===== src/hdl/tred_pkg.sv =====
// ----------------------------------------------------------------------------
// tred_pkg
// Shared types and constants for the touch report event decoder.
// ----------------------------------------------------------------------------
package tred_pkg;

  localparam int COORD_W   = 10;
  localparam int KEY_SLOTS = 4;
  localparam int SLOT_W    = $clog2(KEY_SLOTS);
  localparam int HELD_W    = SLOT_W + 1;
  localparam int WIDTH_W   = 8;
  localparam int LEVEL_W   = 2;
  localparam int IN_DATA_W = 56;
  localparam int OUT_DATA_W = 32;
  localparam int CFG_IDX_W = 1;

  localparam logic [2:0] TYPE_RELEASE = 3'd0;
  localparam logic [2:0] TYPE_TOUCH   = 3'd1;
  localparam logic [1:0] KEY_UP_ONLY  = 2'd2;

  localparam logic [CFG_IDX_W-1:0] CFG_KEY_MODE = 1'b0;
  localparam logic [CFG_IDX_W-1:0] CFG_MOVE_THR = 1'b1;

  localparam logic [HELD_W-1:0] NO_KEY = HELD_W'(KEY_SLOTS);

  typedef enum logic [1:0] {
    KIND_POS = 2'd0,
    KIND_REL = 2'd1,
    KIND_KEY = 2'd2
  } event_kind_e;

  // one decoded frame, with an optional trailing key release
  typedef struct packed {
    logic                 two_res;
    event_kind_e          kind;
    logic [COORD_W-1:0]   pos_x;
    logic [COORD_W-1:0]   pos_y;
    logic [WIDTH_W-1:0]   width;
    logic [SLOT_W-1:0]    slot;
    logic [LEVEL_W-1:0]   level;
    logic [SLOT_W-1:0]    rel_slot;
  } tred_cmd_t;

endpackage


===== src/hdl/tred_front.sv =====
// ----------------------------------------------------------------------------
// tred_front
// Accepts register frames, tracks touch and key state, queues decoded events.
// ----------------------------------------------------------------------------
module tred_front (
  input  logic                             clk_i,
  input  logic                             rst_ni,
  input  logic                             cfg_we_i,
  input  logic [tred_pkg::CFG_IDX_W-1:0]   cfg_idx_i,
  input  logic [tred_pkg::COORD_W-1:0]     cfg_wdata_i,
  input  logic                             s_axis_tvalid,
  output logic                             s_axis_tready,
  input  logic [tred_pkg::IN_DATA_W-1:0]   s_axis_tdata,
  input  logic                             q_full_i,
  output logic                             q_push_o,
  output tred_pkg::tred_cmd_t              q_cmd_o
);
  import tred_pkg::*;

  logic                key_mode_q;
  logic [COORD_W-1:0]  move_thr_q;
  logic                first_q, first_d;
  logic [COORD_W-1:0]  prev_x_q, prev_x_d, prev_y_q, prev_y_d;
  logic [HELD_W-1:0]   held_q, held_d;

  logic [7:0]          status, width_in, key_byte;
  logic [2:0]          in_type;
  logic [1:0]          key_up, key_state;
  logic [SLOT_W-1:0]   key_idx;
  logic [COORD_W-1:0]  x, y, dx, dy;
  logic                accept, has_res;
  tred_cmd_t           cmd;

  assign status   = s_axis_tdata[7:0];
  assign x        = {s_axis_tdata[9:8], s_axis_tdata[23:16]};
  assign y        = {s_axis_tdata[25:24], s_axis_tdata[39:32]};
  assign width_in = s_axis_tdata[47:40];
  assign key_byte = s_axis_tdata[55:48];
  assign in_type   = status[2:0];
  assign key_up    = status[7:6];
  assign key_state = key_byte[1:0];
  assign key_idx   = key_byte[3:2];

  assign dx = (x >= prev_x_q) ? (x - prev_x_q) : (prev_x_q - x);
  assign dy = (y >= prev_y_q) ? (y - prev_y_q) : (prev_y_q - y);

  assign s_axis_tready = !q_full_i;
  assign accept        = s_axis_tvalid && s_axis_tready;

  always_comb begin
    first_d  = first_q;
    prev_x_d = prev_x_q;
    prev_y_d = prev_y_q;
    held_d   = held_q;
    has_res  = 1'b0;
    cmd      = '0;
    cmd.kind = KIND_POS;
    case (in_type)
      TYPE_TOUCH: begin
        if (first_q || dx >= move_thr_q || dy >= move_thr_q) begin
          has_res   = 1'b1;
          cmd.pos_x = x;
          cmd.pos_y = y;
          cmd.width = width_in;
          prev_x_d  = x;
          prev_y_d  = y;
          first_d   = 1'b0;
        end
      end
      TYPE_RELEASE: begin
        if (!key_mode_q) begin
          has_res   = 1'b1;
          cmd.kind  = KIND_REL;
          cmd.width = width_in;
          first_d   = 1'b1;
        end else if (key_state != 2'd0) begin
          if (held_q != {1'b0, key_idx}) begin
            has_res   = 1'b1;
            cmd.kind  = KIND_KEY;
            cmd.slot  = key_idx;
            cmd.level = key_state;
            held_d    = {1'b0, key_idx};
          end
        end else begin
          held_d = NO_KEY;
          if (key_up != KEY_UP_ONLY) begin
            has_res      = 1'b1;
            cmd.kind     = KIND_REL;
            cmd.width    = width_in;
            first_d      = 1'b1;
            cmd.two_res  = (held_q < NO_KEY);
            cmd.rel_slot = held_q[SLOT_W-1:0];
          end else if (held_q < NO_KEY) begin
            has_res  = 1'b1;
            cmd.kind = KIND_KEY;
            cmd.slot = held_q[SLOT_W-1:0];
          end
        end
      end
      default: begin
        has_res = 1'b0;
      end
    endcase
  end

  assign q_push_o = accept && has_res;
  assign q_cmd_o  = cmd;

  always_ff @(posedge clk_i or negedge rst_ni) begin
    if (!rst_ni) begin
      key_mode_q <= 1'b0;
      move_thr_q <= COORD_W'(1);
      first_q    <= 1'b1;
      prev_x_q   <= '0;
      prev_y_q   <= '0;
      held_q     <= NO_KEY;
    end else begin
      if (cfg_we_i) begin
        case (cfg_idx_i)
          CFG_KEY_MODE: key_mode_q <= cfg_wdata_i[0];
          CFG_MOVE_THR: move_thr_q <= cfg_wdata_i;
          default:      key_mode_q <= key_mode_q;
        endcase
      end
      if (accept) begin
        first_q  <= first_d;
        prev_x_q <= prev_x_d;
        prev_y_q <= prev_y_d;
        held_q   <= held_d;
      end
    end
  end

endmodule


===== src/hdl/tred_queue.sv =====
// ----------------------------------------------------------------------------
// tred_queue
// Small command queue between the decode front and the result back end.
// ----------------------------------------------------------------------------
module tred_queue #(
  parameter int DEPTH = 4
) (
  input  logic                clk_i,
  input  logic                rst_ni,
  input  logic                push_i,
  input  tred_pkg::tred_cmd_t push_cmd_i,
  output logic                full_o,
  input  logic                pop_i,
  output logic                empty_o,
  output tred_pkg::tred_cmd_t head_o
);
  import tred_pkg::*;

  localparam int AW = $clog2(DEPTH);

  tred_cmd_t       mem_q [DEPTH];
  logic [AW:0]     wr_ptr_q, rd_ptr_q;

  assign empty_o = (wr_ptr_q == rd_ptr_q);
  assign full_o  = (wr_ptr_q[AW] != rd_ptr_q[AW]) &&
                   (wr_ptr_q[AW-1:0] == rd_ptr_q[AW-1:0]);
  assign head_o  = mem_q[rd_ptr_q[AW-1:0]];

  always_ff @(posedge clk_i) begin
    if (push_i && !full_o) begin
      mem_q[wr_ptr_q[AW-1:0]] <= push_cmd_i;
    end
  end

  always_ff @(posedge clk_i or negedge rst_ni) begin
    if (!rst_ni) begin
      wr_ptr_q <= '0;
      rd_ptr_q <= '0;
    end else begin
      if (push_i && !full_o) begin
        wr_ptr_q <= wr_ptr_q + 1'b1;
      end
      if (pop_i && !empty_o) begin
        rd_ptr_q <= rd_ptr_q + 1'b1;
      end
    end
  end

endmodule


===== src/hdl/tred_back.sv =====
// ----------------------------------------------------------------------------
// tred_back
// Expands queued commands into one or two result requests on the output.
// ----------------------------------------------------------------------------
module tred_back (
  input  logic                              clk_i,
  input  logic                              rst_ni,
  input  logic                              q_empty_i,
  input  tred_pkg::tred_cmd_t               q_head_i,
  output logic                              q_pop_o,
  output logic                              m_axis_tvalid,
  input  logic                              m_axis_tready,
  output logic [tred_pkg::OUT_DATA_W-1:0]   m_axis_tdata,
  output logic [1:0]                        m_axis_tuser,
  output logic                              m_axis_tlast
);
  import tred_pkg::*;

  logic                  valid_q;
  logic                  second_q;
  logic                  load;
  logic [OUT_DATA_W-1:0] data_q, data_d;
  logic [1:0]            user_q, user_d;
  logic                  last_q, last_d;

  assign load    = !q_empty_i && (!valid_q || m_axis_tready);
  assign q_pop_o = load && (second_q || !q_head_i.two_res);

  always_comb begin
    if (second_q) begin
      data_d = {2'b00, q_head_i.rel_slot, 28'd0};
      user_d = KIND_KEY;
      last_d = 1'b1;
    end else begin
      data_d = {q_head_i.level, q_head_i.slot, q_head_i.width,
                q_head_i.pos_y, q_head_i.pos_x};
      user_d = q_head_i.kind;
      last_d = !q_head_i.two_res;
    end
  end

  always_ff @(posedge clk_i) begin
    if (load) begin
      data_q <= data_d;
      user_q <= user_d;
      last_q <= last_d;
    end
  end

  always_ff @(posedge clk_i or negedge rst_ni) begin
    if (!rst_ni) begin
      valid_q  <= 1'b0;
      second_q <= 1'b0;
    end else begin
      if (load) begin
        valid_q  <= 1'b1;
        second_q <= !second_q && q_head_i.two_res;
      end else if (m_axis_tready) begin
        valid_q <= 1'b0;
      end
    end
  end

  assign m_axis_tvalid = valid_q;
  assign m_axis_tdata  = data_q;
  assign m_axis_tuser  = user_q;
  assign m_axis_tlast  = last_q;

endmodule


===== src/hdl/touch_report_event_decoder.sv =====
// ----------------------------------------------------------------------------
// touch_report_event_decoder
// Decodes touch controller register frames into position, release and key
// events, with move filtering and touch-key handling.
// ----------------------------------------------------------------------------
// a result passes through the command queue and then the output register
// throughput: one frame per cycle while the queue is not full; a frame with two
// results occupies the single output register for each result in turn
// reset: first contact pending, last position 0, no key held, key mode off,
// move threshold 1; queue and output register empty
module touch_report_event_decoder #(
  parameter int QUEUE_DEPTH = 4
) (
  input  logic                              clk_i,
  input  logic                              rst_ni,
  input  logic                              cfg_we_i,
  input  logic [tred_pkg::CFG_IDX_W-1:0]    cfg_idx_i,
  input  logic [tred_pkg::COORD_W-1:0]      cfg_wdata_i,
  input  logic                              s_axis_tvalid,
  output logic                              s_axis_tready,
  // status_byte, x_high, x_low, y_high, y_low, contact_width, key_byte
  input  logic [tred_pkg::IN_DATA_W-1:0]    s_axis_tdata,
  output logic                              m_axis_tvalid,
  input  logic                              m_axis_tready,
  // pos_x, pos_y, width_out, key_slot, key_level
  output logic [tred_pkg::OUT_DATA_W-1:0]   m_axis_tdata,
  // event_kind
  output logic [1:0]                        m_axis_tuser,
  output logic                              m_axis_tlast
);
  import tred_pkg::*;

  logic      q_full, q_push, q_pop, q_empty;
  tred_cmd_t q_cmd, q_head;

  tred_front u_front (
    .clk_i         (clk_i),
    .rst_ni        (rst_ni),
    .cfg_we_i      (cfg_we_i),
    .cfg_idx_i     (cfg_idx_i),
    .cfg_wdata_i   (cfg_wdata_i),
    .s_axis_tvalid (s_axis_tvalid),
    .s_axis_tready (s_axis_tready),
    .s_axis_tdata  (s_axis_tdata),
    .q_full_i      (q_full),
    .q_push_o      (q_push),
    .q_cmd_o       (q_cmd)
  );

  tred_queue #(
    .DEPTH (QUEUE_DEPTH)
  ) u_queue (
    .clk_i      (clk_i),
    .rst_ni     (rst_ni),
    .push_i     (q_push),
    .push_cmd_i (q_cmd),
    .full_o     (q_full),
    .pop_i      (q_pop),
    .empty_o    (q_empty),
    .head_o     (q_head)
  );

  tred_back u_back (
    .clk_i         (clk_i),
    .rst_ni        (rst_ni),
    .q_empty_i     (q_empty),
    .q_head_i      (q_head),
    .q_pop_o       (q_pop),
    .m_axis_tvalid (m_axis_tvalid),
    .m_axis_tready (m_axis_tready),
    .m_axis_tdata  (m_axis_tdata),
    .m_axis_tuser  (m_axis_tuser),
    .m_axis_tlast  (m_axis_tlast)
  );

  a_pos_single : assert property (@(posedge clk_i) disable iff (!rst_ni)
    m_axis_tvalid && m_axis_tuser == KIND_POS |-> m_axis_tlast &&
    m_axis_tdata[31:28] == 4'd0)
    else $error("position event not a single clean result");

  a_key_clean : assert property (@(posedge clk_i) disable iff (!rst_ni)
    m_axis_tvalid && m_axis_tuser == KIND_KEY |-> m_axis_tdata[27:0] == 28'd0)
    else $error("key event carries position or width");

  a_rel_then_key : assert property (@(posedge clk_i) disable iff (!rst_ni)
    m_axis_tvalid && m_axis_tready && m_axis_tuser == KIND_REL && !m_axis_tlast
    |=> m_axis_tvalid && m_axis_tuser == KIND_KEY && m_axis_tlast)
    else $error("touch release not followed by key release");

endmodule

===== config.mk =====
export PLATFORM = sky130hd
export DESIGN_NAME = touch_report_event_decoder
export DESIGN_NICKNAME = d
export VERILOG_FILES = /design/src/hdl/tred_pkg.sv /design/src/hdl/tred_front.sv /design/src/hdl/tred_queue.sv /design/src/hdl/tred_back.sv /design/src/hdl/touch_report_event_decoder.sv
export SDC_FILE = /design/constraint.sdc
export NUM_CORES = 1
export LEC_CHECK = 0
export BUFFER_PORTS_ARGS = -buffer_cell sky130_fd_sc_hd__buf_2
export CAP_MARGIN = 20
export CORE_MARGIN = 2
export CORE_UTILIZATION = 47
export DETAILED_ROUTE_END_ITERATION = 12
export PLACE_DENSITY_LB_ADDON = 0.25
export SETUP_SLACK_MARGIN = 0.1
export SYNTH_ARGS = -nofsm -noshare
export SYNTH_HDL_FRONTEND = slang
export SYNTH_SLANG_ARGS = --single-unit

===== constraint.sdc =====
create_clock -name clk_i -period 4.25 [get_ports clk_i]
set_input_delay 0.85 -clock clk_i [delete_from_list [all_inputs] [get_ports clk_i]]
set_output_delay 0.85 -clock clk_i [all_outputs]
set_load 0.05 [all_outputs]

# Word-level counts from Yosys, hierarchy flattened
# Memories as Yosys holds them, arrays and structs flattened.
# Index checks and enable logic that the tools add are counted.
# totals
regBits	78
ram_bits	148
inputBits	72
output_inout_bits	37
elab_cells	108
n_memories	1
# mem_list
memory	depth	width	rd	rd_ports_with_merged_regs	write_ports	line_no	source
u_queue.mem_q	4	37	1	0	1	tred_queue.sv:21	tred_cmd_t mem_q [DEPTH];
# classes
n_addsub	6
order_cmp	5
n_eq_ne	10
mux	45
n_bitwise	1
n_reduce_logical	26
# op_table
cell	count
$ge 10x10->1	4
$sub 10x10->10	4
$mux 30	1
$mux 28	1
$mux 8	3
$mux 2	11
$mux 10	2
$mux 20	1
$mux 1	17
$pmux 8 s2	1
$mux 6	2
$mux 3	3
$logic_and 1x1->1	8
$add 3x1->3 const B	2
$ne 3x3->1 const B	2
$reduce_bool 2->1	3
$logic_not 1->1	5
$reduce_and 5->1	1
$logic_or 1x1->1	4
$mux 4	1
$ne 2x2->1 const B	2
$pmux 1 s2	2
$reduce_and 2->1	2
$reduce_and 4->1	1
other kinds (10)	10

# Logic depth before layout (Yosys ltp)
# Gate-level depths: netlist of run 1.
# logic_depth
word_depth	11
depth_mapped	19
depth_no_buf	17

# Cells and area by module
# Synthesis of run 1 repeated with hierarchy kept, for this count alone.
# hier_totals
cells_unflattened	778
area_unflattened_um2	11108.2
# modules_own_cells
module	instances	cells_per_inst	area_per_inst_um2	seq_area_each_um2
tred_queue	1	243	5841.9	4594.4
tred_front	1	452	3868.7	879.6
tred_back	1	83	1397.6	1101.1

# Worst setup path before layout of run 1
# Ideal clock, no wire load.
# synth_path
path_kind	input -> register
from	input port s_axis_tdata[16] (netlist bit)
to	memory u_queue.mem_q[2][0] (netlist bit) (enable)
setup_ps	398
t_arrival_ps	4631
t_required_ps	3852
path_slack_ps	-779
path_stages	17
path_buffers	1
cell_sequence	inv_1 > ha_1 > inv_1 > fa_1 > nand3_1 > a31oi_1 > o41ai_4 > buf_4 > mux2i_1 > xor2_1 > ha_1 > nand4_1 > nor2_1 > o2bb2ai_1 > a211oi_2 > o21ai_1 > and2_1
# synth_via
elab_chain_cells	11
word_cells_on_any_way	13
classes_between	add/sub (2); order compare (2); mux (5); reduce/logical (4)
# synth_rtl
element	line_no	source
start, declared	touch_report_event_decoder.sv:22	input logic [tred_pkg::IN_DATA_W-1:0] s_axis_tdata,
$sub 10x10->10 / $ge 10x10->1 (equally long branches)	tred_front.sv:44	assign dx = (x >= prev_x_q) ? (x - prev_x_q) : (prev_x_q - x);
$mux 10 *	tred_front.sv:44	
$ge 10x10->1 *	tred_front.sv:60	if (first_q || dx >= move_thr_q || dy >= move_thr_q) begin
$logic_or 1x1->1 * (2 in series)	tred_front.sv:60	
$mux 1 *	tred_front.sv:60	
$pmux 1 s2 *	tred_front.sv:58	case (in_type)
$logic_and 1x1->1 *	tred_front.sv:106	assign q_push_o = accept && has_res;
$logic_and 1x1->1 *	tred_queue.sv:30	if (push_i && !full_o) begin
$mux 1 *	tred_queue.sv:30	
$mux 1 (implied by the code) *	tred_queue.sv:31	mem_q[wr_ptr_q[AW-1:0]] <= push_cmd_i;
end, declared	tred_queue.sv:21	
# Mark *: on every way between the ends. The rest lies on a longest branch, timed or not.

# Worst setup path after layout of run 1
# layout_path
from	input port s_axis_tdata[16] (netlist bit)
to	memory u_queue.mem_q[3][17] (netlist bit) (enable)
# The elaborated chain is that of the path after synthesis.

==> flow_summary.ini, run 1 <==
[setup_path]
cp.arrival_ps = 4400
register_to_register_setup_slack_ps = 160
worstSetupStartpointType = input pin
crit_slowest_cell = sky130_fd_sc_hd__o41ai_4
crit_required_ps = 4480
reg2reg_depth = 19
critPathBufInv = 7
critical_path.reg2reg.endpoint = u_queue.mem_q[3][17]
nature_of_the_critical_path_endpoint = flop
r2r_start = u_front.prev_x_q[0]
cp_slowest_stage_delay_ps = 450
path_delay_family = compound AO/OA/AOI/OAI gates
timing.setup.critical_path_class = in2reg
crit_path_max_fanout = 7
timing.critical_path.cells = buf_12 > inv_12 > ha_4 > inv_4 > fa_2 > nand3_4 > a31oi_4 > o41ai_4 > buf_4 > buf_4 > o21ai_0 > xor2_1 > ha_1 > nand4_1 > nor2_1 > o2bb2ai_2 > a211oi_4 > buf_12 > o21ai_4 > and2_4 > clkbuf_16

[floorplanning]
floorplan.die.width_um = 157
floorplan.initialDensity = 0.482
placementRows = 55
design.die.area_um2 = 24600
floorplan.io_pins = 109
fp.coreArea_um2 = 22800
die-height_um = 157

[drt]
detail_route.first_pass.iterations = 5
met3_wirelength_mm = 1.07
drc = 0
routedLengthMet1_mm = 10.3
wire_per_inst_um = 16.8
detail_route.wirelength_mm = 22.4
top_layer = met4
route.detailed.vias_per_inst = 5.13
final_antenna_net_count = 0
detailedRoute.firstIterationViolations = 390
dr_total_vias = 6842
met2_wirelength_mm = 10.7

[global_route]
number_of_antenna_violations_at_the_first_check_in_global_routing = 0
global_route.overflow_total = 0
grt_max_degree = 40
grt_first_pass_wirelength_mm = 35.9
gr-usage-all-layers = 0.187
number_of_global_route_vias_before_repair = 6912

[clock_tree]
tritoncts.num_buffers = 24
cts.sink_count = 226
cts.hold.buffers_added = 0
max-clock-path-buffers = 3
clk-insertion-delay-late_ps = 520
cts.reportedPaths.clkPinSlew_ps = 60
tritoncts = done
cts_htree_levels = 1
root_buffer = sky130_fd_sc_hd__clkbuf_16

[timing]
timing.final.hold_violations = 0
final-max-slew-violation-count = 0
final.period_utilization = 0.981
setup_total_negative_slack_ps = 0
final_period_minus_worst_setup_slack_ps = 4170
worst_pin_slew_ps = 878
relative_slew_slack = 0.413
rsz0062_at_grt = yes
fmaxAchievable_mhz = 240
clock_skew_ps = 17.3
layout_setup_ws_ps = 80.6
finalSetupViolCount = 0

[synth]
ys_seq_area_frac = 0.599
ys_warn_count = 0
number_of_enable_flip_flop_cells_after_synthesis = 183
synthDistinctLibCells = 53
synth.top_cells.by_area = sky130_fd_sc_hd__edfxtp_1 (50%), sky130_fd_sc_hd__dfrtp_1 (9.1%), sky130_fd_sc_hd__mux4_2 (7.6%), sky130_fd_sc_hd__ha_1 (7.2%), sky130_fd_sc_hd__and2_1 (2.7%)
ys_async_sr_fraction = 0.190
synth_top_area_share = 0.500
synthCells = 779
syn-cell-area_um2 = 11000
synth.avg_cell_area_um2 = 14.1
synth_top_area_cell = sky130_fd_sc_hd__edfxtp_1
postSynth.topFlopCell = sky130_fd_sc_hd__edfxtp_1
yosys_register_bits = 226
synth.net_count = 918

[layout]
diodes = 0
syn_to_final_growth_pct = 26.9
post_route_cells_drive_above_1_share = 0.367
final_cell_mix = sky130_fd_sc_hd__edfxtp_1 (183), sky130_fd_sc_hd__buf_4 (114), sky130_fd_sc_hd__buf_2 (88), sky130_fd_sc_hd__inv_1 (63), sky130_fd_sc_hd__ha_1 (61)
design.final.nets = 1142
layout.cells.most_common = sky130_fd_sc_hd__edfxtp_1

[power]
vdd_ir_max_v = 0.000440
internal_power_w = 0.00616
p_sw_frac = 0.376
seq_power_share = 0.315
clockPowerShare = 0.199
share_comb_of_total_power = 0.486
p_sw_w = 0.00371
cellLeakagePower_nw = 5.67
power.density_nw_per_um2 = 708

[flow_run]
maxCapViolations = 0

[place]
gp_congestion = 0.919
hpwl_mm = 15.6
place_worst_setup_slack_ps = -613
numPortBuffers = 89

[min_path]
min-delay-path-class = in2async

[run_status]
status = complete, no violations
## area by class of cell
class                           instances  area [um^2]
Multi-Input combinational cell        460         4250
Fill cell                            1775         8840
Clock buffer                           26          608
Clock inverter                         17          139
Sequential cell                       226         6580
Timing Repair Buffer                  226         1710
Tap cell                              313          392
Inverter                               65          259
## worst max path at each step
stage | start | endpoint | slack [ps] | cells past startpoint
floorplan | s_axis_tdata[16] | u_queue.mem_q[3][0] | -160 | 17
global placement | s_axis_tdata[32] | u_queue.mem_q[2][9] | -550 | 19
detailed placement | s_axis_tdata[16] | u_queue.mem_q[2][10] | -610 | 19
CTS | s_axis_tdata[32] | u_queue.mem_q[3][33] | 80 | 20
global route | s_axis_tdata[16] | u_queue.mem_q[3][30] | -50 | 19
finish | s_axis_tdata[16] | u_queue.mem_q[3][17] | 80 | 21
## kinds of logic after synthesis
logic type	synth area share
DFF	0.599
and+or+nand+nor	0.0880
AOI/OAI and AO/OA	0.0589
buffers and inverters	0.0344
muxes	0.122
adders and majority gates	0.0790
xor gates and xnor gates	0.0191
## per-stage QoR
stage               power, W  cells  hold WS [ps]   util  area (um^2)
finish               0.00987   1333           311  0.612        13900
global route          0.0105   1333           338  0.612        13900
CTS                  0.00981   1325           321  0.602        13700
detailed placement   0.00776   1275           492  0.564        12800
global placement     0.00770   1275           490  0.564        12800
floorplan            0.00640    779           464      -        11100
## power by group through the flow
stage          registers (W)  logic [W]  clock network, W
2_1_floorplan        0.00373    0.00267                 0
3_3_place_gp         0.00315    0.00455                 0
3_5_place_dp         0.00316    0.00460                 0
4_1_cts              0.00312    0.00469           0.00201
5_1_grt              0.00317    0.00529           0.00209
6_report             0.00311    0.00479           0.00196
## repair_timing
action | in CTS | in global routing
setup endpoints to repair | 214 | 278
pin swaps | 14 | 11
setup buffers | 6 | 5
resized for setup | 20 | 28
cloned | 1 | 3
## cells in the mapped netlist (5+ instances only)
cell and number:
sky130_fd_sc_hd__mux4_2 37, sky130_fd_sc_hd__ha_1 63, sky130_fd_sc_hd__a31oi_1 7, sky130_fd_sc_hd__edfxtp_1 183, sky130_fd_sc_hd__mux2_2 17, sky130_fd_sc_hd__nand2_1 34
sky130_fd_sc_hd__clkbuf_1 13, sky130_fd_sc_hd__a21o_1 12, sky130_fd_sc_hd__nand3_1 20, sky130_fd_sc_hd__xor2_1 11, sky130_fd_sc_hd__o21ai_0 15, sky130_fd_sc_hd__and2_1 48
sky130_fd_sc_hd__nor3_1 25, sky130_fd_sc_hd__xnor2_1 13, sky130_fd_sc_hd__dfrtp_1 40, sky130_fd_sc_hd__mux2i_1 30, sky130_fd_sc_hd__inv_1 65, sky130_fd_sc_hd__buf_2 8
sky130_fd_sc_hd__nand4_1 7, sky130_fd_sc_hd__and3_1 5, sky130_fd_sc_hd__nor2_1 29, sky130_fd_sc_hd__a21oi_1 30
## metal layers
metal | global-route usage | vias up
met5 | 0 | -
met3 | 0.0285 | 25
met1 | 0.263 | 3306
li1 | - | 3354
met2 | 0.310 | 157
met4 | 0.0402 | 0
## state kept, by name, summed over array words and instances, names as in the netlist
name and flops:
u_front.key_mode_q 1, u_front.move_thr_q 10, u_back.second_q 1, u_front.held_q 3
u_back.m_axis_tuser 2, u_queue.rd_ptr_q 3, u_front.first_q 1, u_back.m_axis_tlast 1
u_front.prev_x_q 10, u_back.m_axis_tvalid 1, u_queue.mem_q 148, u_back.m_axis_tdata 32
u_front.prev_y_q 10, u_queue.wr_ptr_q 3
(Power assumes the default switching activity.)
==> inputs of run 2 (changes only) <==
- CORE_UTILIZATION: 47 -> 32
==> flow_summary.ini, run 2 (synthesized netlist as in run 1, its figures left out) <==
[floorplanning]
floorplan.io_pins = 109
die-height_um = 189
floorplan.die.width_um = 189
floorplan.initialDensity = 0.326
design.die.area_um2 = 35800
placementRows = 67
fp.coreArea_um2 = 33700

[timing]
timing.final.hold_violations = 0
finalSetupViolCount = 0
fmaxAchievable_mhz = 237
final_period_minus_worst_setup_slack_ps = 4220
clock_skew_ps = 10.3
final-max-slew-violation-count = 0
layout_setup_ws_ps = 27.7
worst_pin_slew_ps = 1400
rsz0062_at_grt = yes
fin_hold_ws_ps = 404
final.period_utilization = 0.993
relative_slew_slack = 0.0640

[place]
place_worst_setup_slack_ps = -711
numPortBuffers = 89
hpwl_mm = 17.3
gp_congestion = 0.883

[power]
cellLeakagePower_nw = 5.77
power.total_w = 0.0104
power.density_nw_per_um2 = 717
internal_power_w = 0.00650
vdd_ir_max_v = 0.000331
share_comb_of_total_power = 0.496
clockPowerShare = 0.207
p_sw_frac = 0.374
p_sw_w = 0.00389
seq_power_share = 0.297

[layout]
post_route_cells_drive_above_1_share = 0.383
filler_cell_count = 3109
layout.cells.most_common = sky130_fd_sc_hd__edfxtp_1
final_cell_mix = sky130_fd_sc_hd__edfxtp_1 (183), sky130_fd_sc_hd__buf_4 (107), sky130_fd_sc_hd__buf_2 (87), sky130_fd_sc_hd__inv_1 (60), sky130_fd_sc_hd__ha_1 (59)
design.final.nets = 1145
syn_to_final_growth_pct = 31.8
finish.utilization = 0.430
flip_flop_count_of_the_largest_register_all_copies_and_words_added = 148

[global_route]
grt_first_pass_wirelength_mm = 38.5
global_route_layer_with_the_greatest_usage = met2
number_of_global_route_vias_before_repair = 7064
met2_usage = 0.227
grt_max_degree = 40
grt_use_met1 = 0.187
number_of_antenna_violations_at_the_first_check_in_global_routing = 2
global_route.usage.met3 = 0.0180
global_route.overflow_total = 0
gr-usage-all-layers = 0.135

[min_path]
min-delay-path-class = in2async

[drt]
dr_total_vias = 6822
route.detailed.vias_per_inst = 4.63
final_antenna_net_count = 0
wire_per_inst_um = 16.7
detail_route.wirelength_mm = 24.6
detail_route.first_pass.iterations = 4
drc = 0
detailedRoute.firstIterationViolations = 279

[setup_path]
timing.setup.critical_path_class = in2reg
critical_path.reg2reg.endpoint = u_queue.mem_q[0][27]
crit_required_ps = 4470
r2r_start = u_front.prev_x_q[0]
crit_path_max_fanout = 8
register_to_register_setup_slack_ps = 90
reg2reg_depth = 20
cp.arrival_ps = 4440
worstSetupStartpointType = input pin
nature_of_the_critical_path_endpoint = flop

[clock_tree]
clk-insertion-delay-late_ps = 510
cts.reportedPaths.clkPinSlew_ps = 60
cts.sink_count = 226
tritoncts.num_buffers = 25
tritoncts = done
max-clock-path-buffers = 3
root_buffer = sky130_fd_sc_hd__clkbuf_16
cts_htree_levels = 1

[run_status]
status = complete, no violations

[flow_run]
maxCapViolations = 0
-- run 2: through the flow --
stage / instances / TNS, ps / cell area (um^2)
4_1_cts: 1460 / 0 / 14100
6_report: 1473 / 0 / 14500
5_1_grt: 1473 / -21420 / 14500
3_3_place_gp: 1401 / -125910 / 12900
2_1_floorplan: 779 / -35050 / 11100
3_5_place_dp: 1401 / -144810 / 12900
-- run 2: how the worst max path moves through the flow --
stage | from | endpoint | slack [ps] | cells after the start
finish | s_axis_tdata[16] | u_queue.mem_q[0][27] | 30 | 22
global route | s_axis_tdata[39] | u_queue.mem_q[0][27] | -170 | 19
CTS | s_axis_tdata[16] | u_queue.mem_q[0][27] | 30 | 20
detailed placement | s_axis_tdata[32] | u_queue.mem_q[1][13] | -710 | 19
global placement | s_axis_tdata[32] | u_queue.mem_q[0][10] | -620 | 19
floorplan | s_axis_tdata[16] | u_queue.mem_q[3][0] | -160 | 17
-- run 2: critical path, cell delays in order --
cell and delay, ps:
sky130_fd_sc_hd__buf_12 110, sky130_fd_sc_hd__inv_12 40, sky130_fd_sc_hd__ha_4 120, sky130_fd_sc_hd__inv_4 30
sky130_fd_sc_hd__fa_2 380, sky130_fd_sc_hd__nand3_4 110, sky130_fd_sc_hd__a31oi_4 90, sky130_fd_sc_hd__o41ai_4 380
sky130_fd_sc_hd__buf_4 190, sky130_fd_sc_hd__buf_4 100, sky130_fd_sc_hd__buf_4 130, sky130_fd_sc_hd__mux2_2 340
sky130_fd_sc_hd__ha_1 280, sky130_fd_sc_hd__nand2_1 50, sky130_fd_sc_hd__o21ai_1 160, sky130_fd_sc_hd__o2bb2ai_2 160
sky130_fd_sc_hd__a211oi_4 60, sky130_fd_sc_hd__buf_12 150, sky130_fd_sc_hd__o21ai_4 200, sky130_fd_sc_hd__and2_4 250
sky130_fd_sc_hd__buf_12 120, sky130_fd_sc_hd__buf_12 120
-- run 2: area by class of cell --
cell class | instances | area (um^2) | share of cell area
diodes | 1 | 2.50 | 0.000173
clock buffers | 31 | 658 | 0.0455
clock inverters | 14 | 158 | 0.0109
inverters | 65 | 262 | 0.0181
multi-input cells | 460 | 4410 | 0.305
flip-flops and latches | 226 | 6580 | 0.454
well taps | 448 | 561 | 0.0387
repair buffers | 228 | 1850 | 0.128
-- run 2: what timing repair did --
item,CTS,global route
gates cloned,1,5
setup endpoints to repair,221,284
hold buffers,0,0
pin swaps,32,20
gates resized for setup,42,48
buffers inserted,13,9
-- run 2: power groups by stage --
stage | registers [W] | clock network, W | logic [W]
4_1_cts | 0.00309 | 0.00221 | 0.00495
3_5_place_dp | 0.00313 | 0 | 0.00469
5_1_grt | 0.00313 | 0.00229 | 0.00562
6_report | 0.00309 | 0.00215 | 0.00515
3_3_place_gp | 0.00312 | 0 | 0.00467
2_1_floorplan | 0.00373 | 0 | 0.00267
-- run 2: per-layer routing --
layer	wire length, um	vias up	share of wire
li1	-	3347	-
met1	11200	3337	0.46
met2	12000	110	0.49
met3	990	26	0.040
met4	419	2	0.017
met5	13	-	0.00053
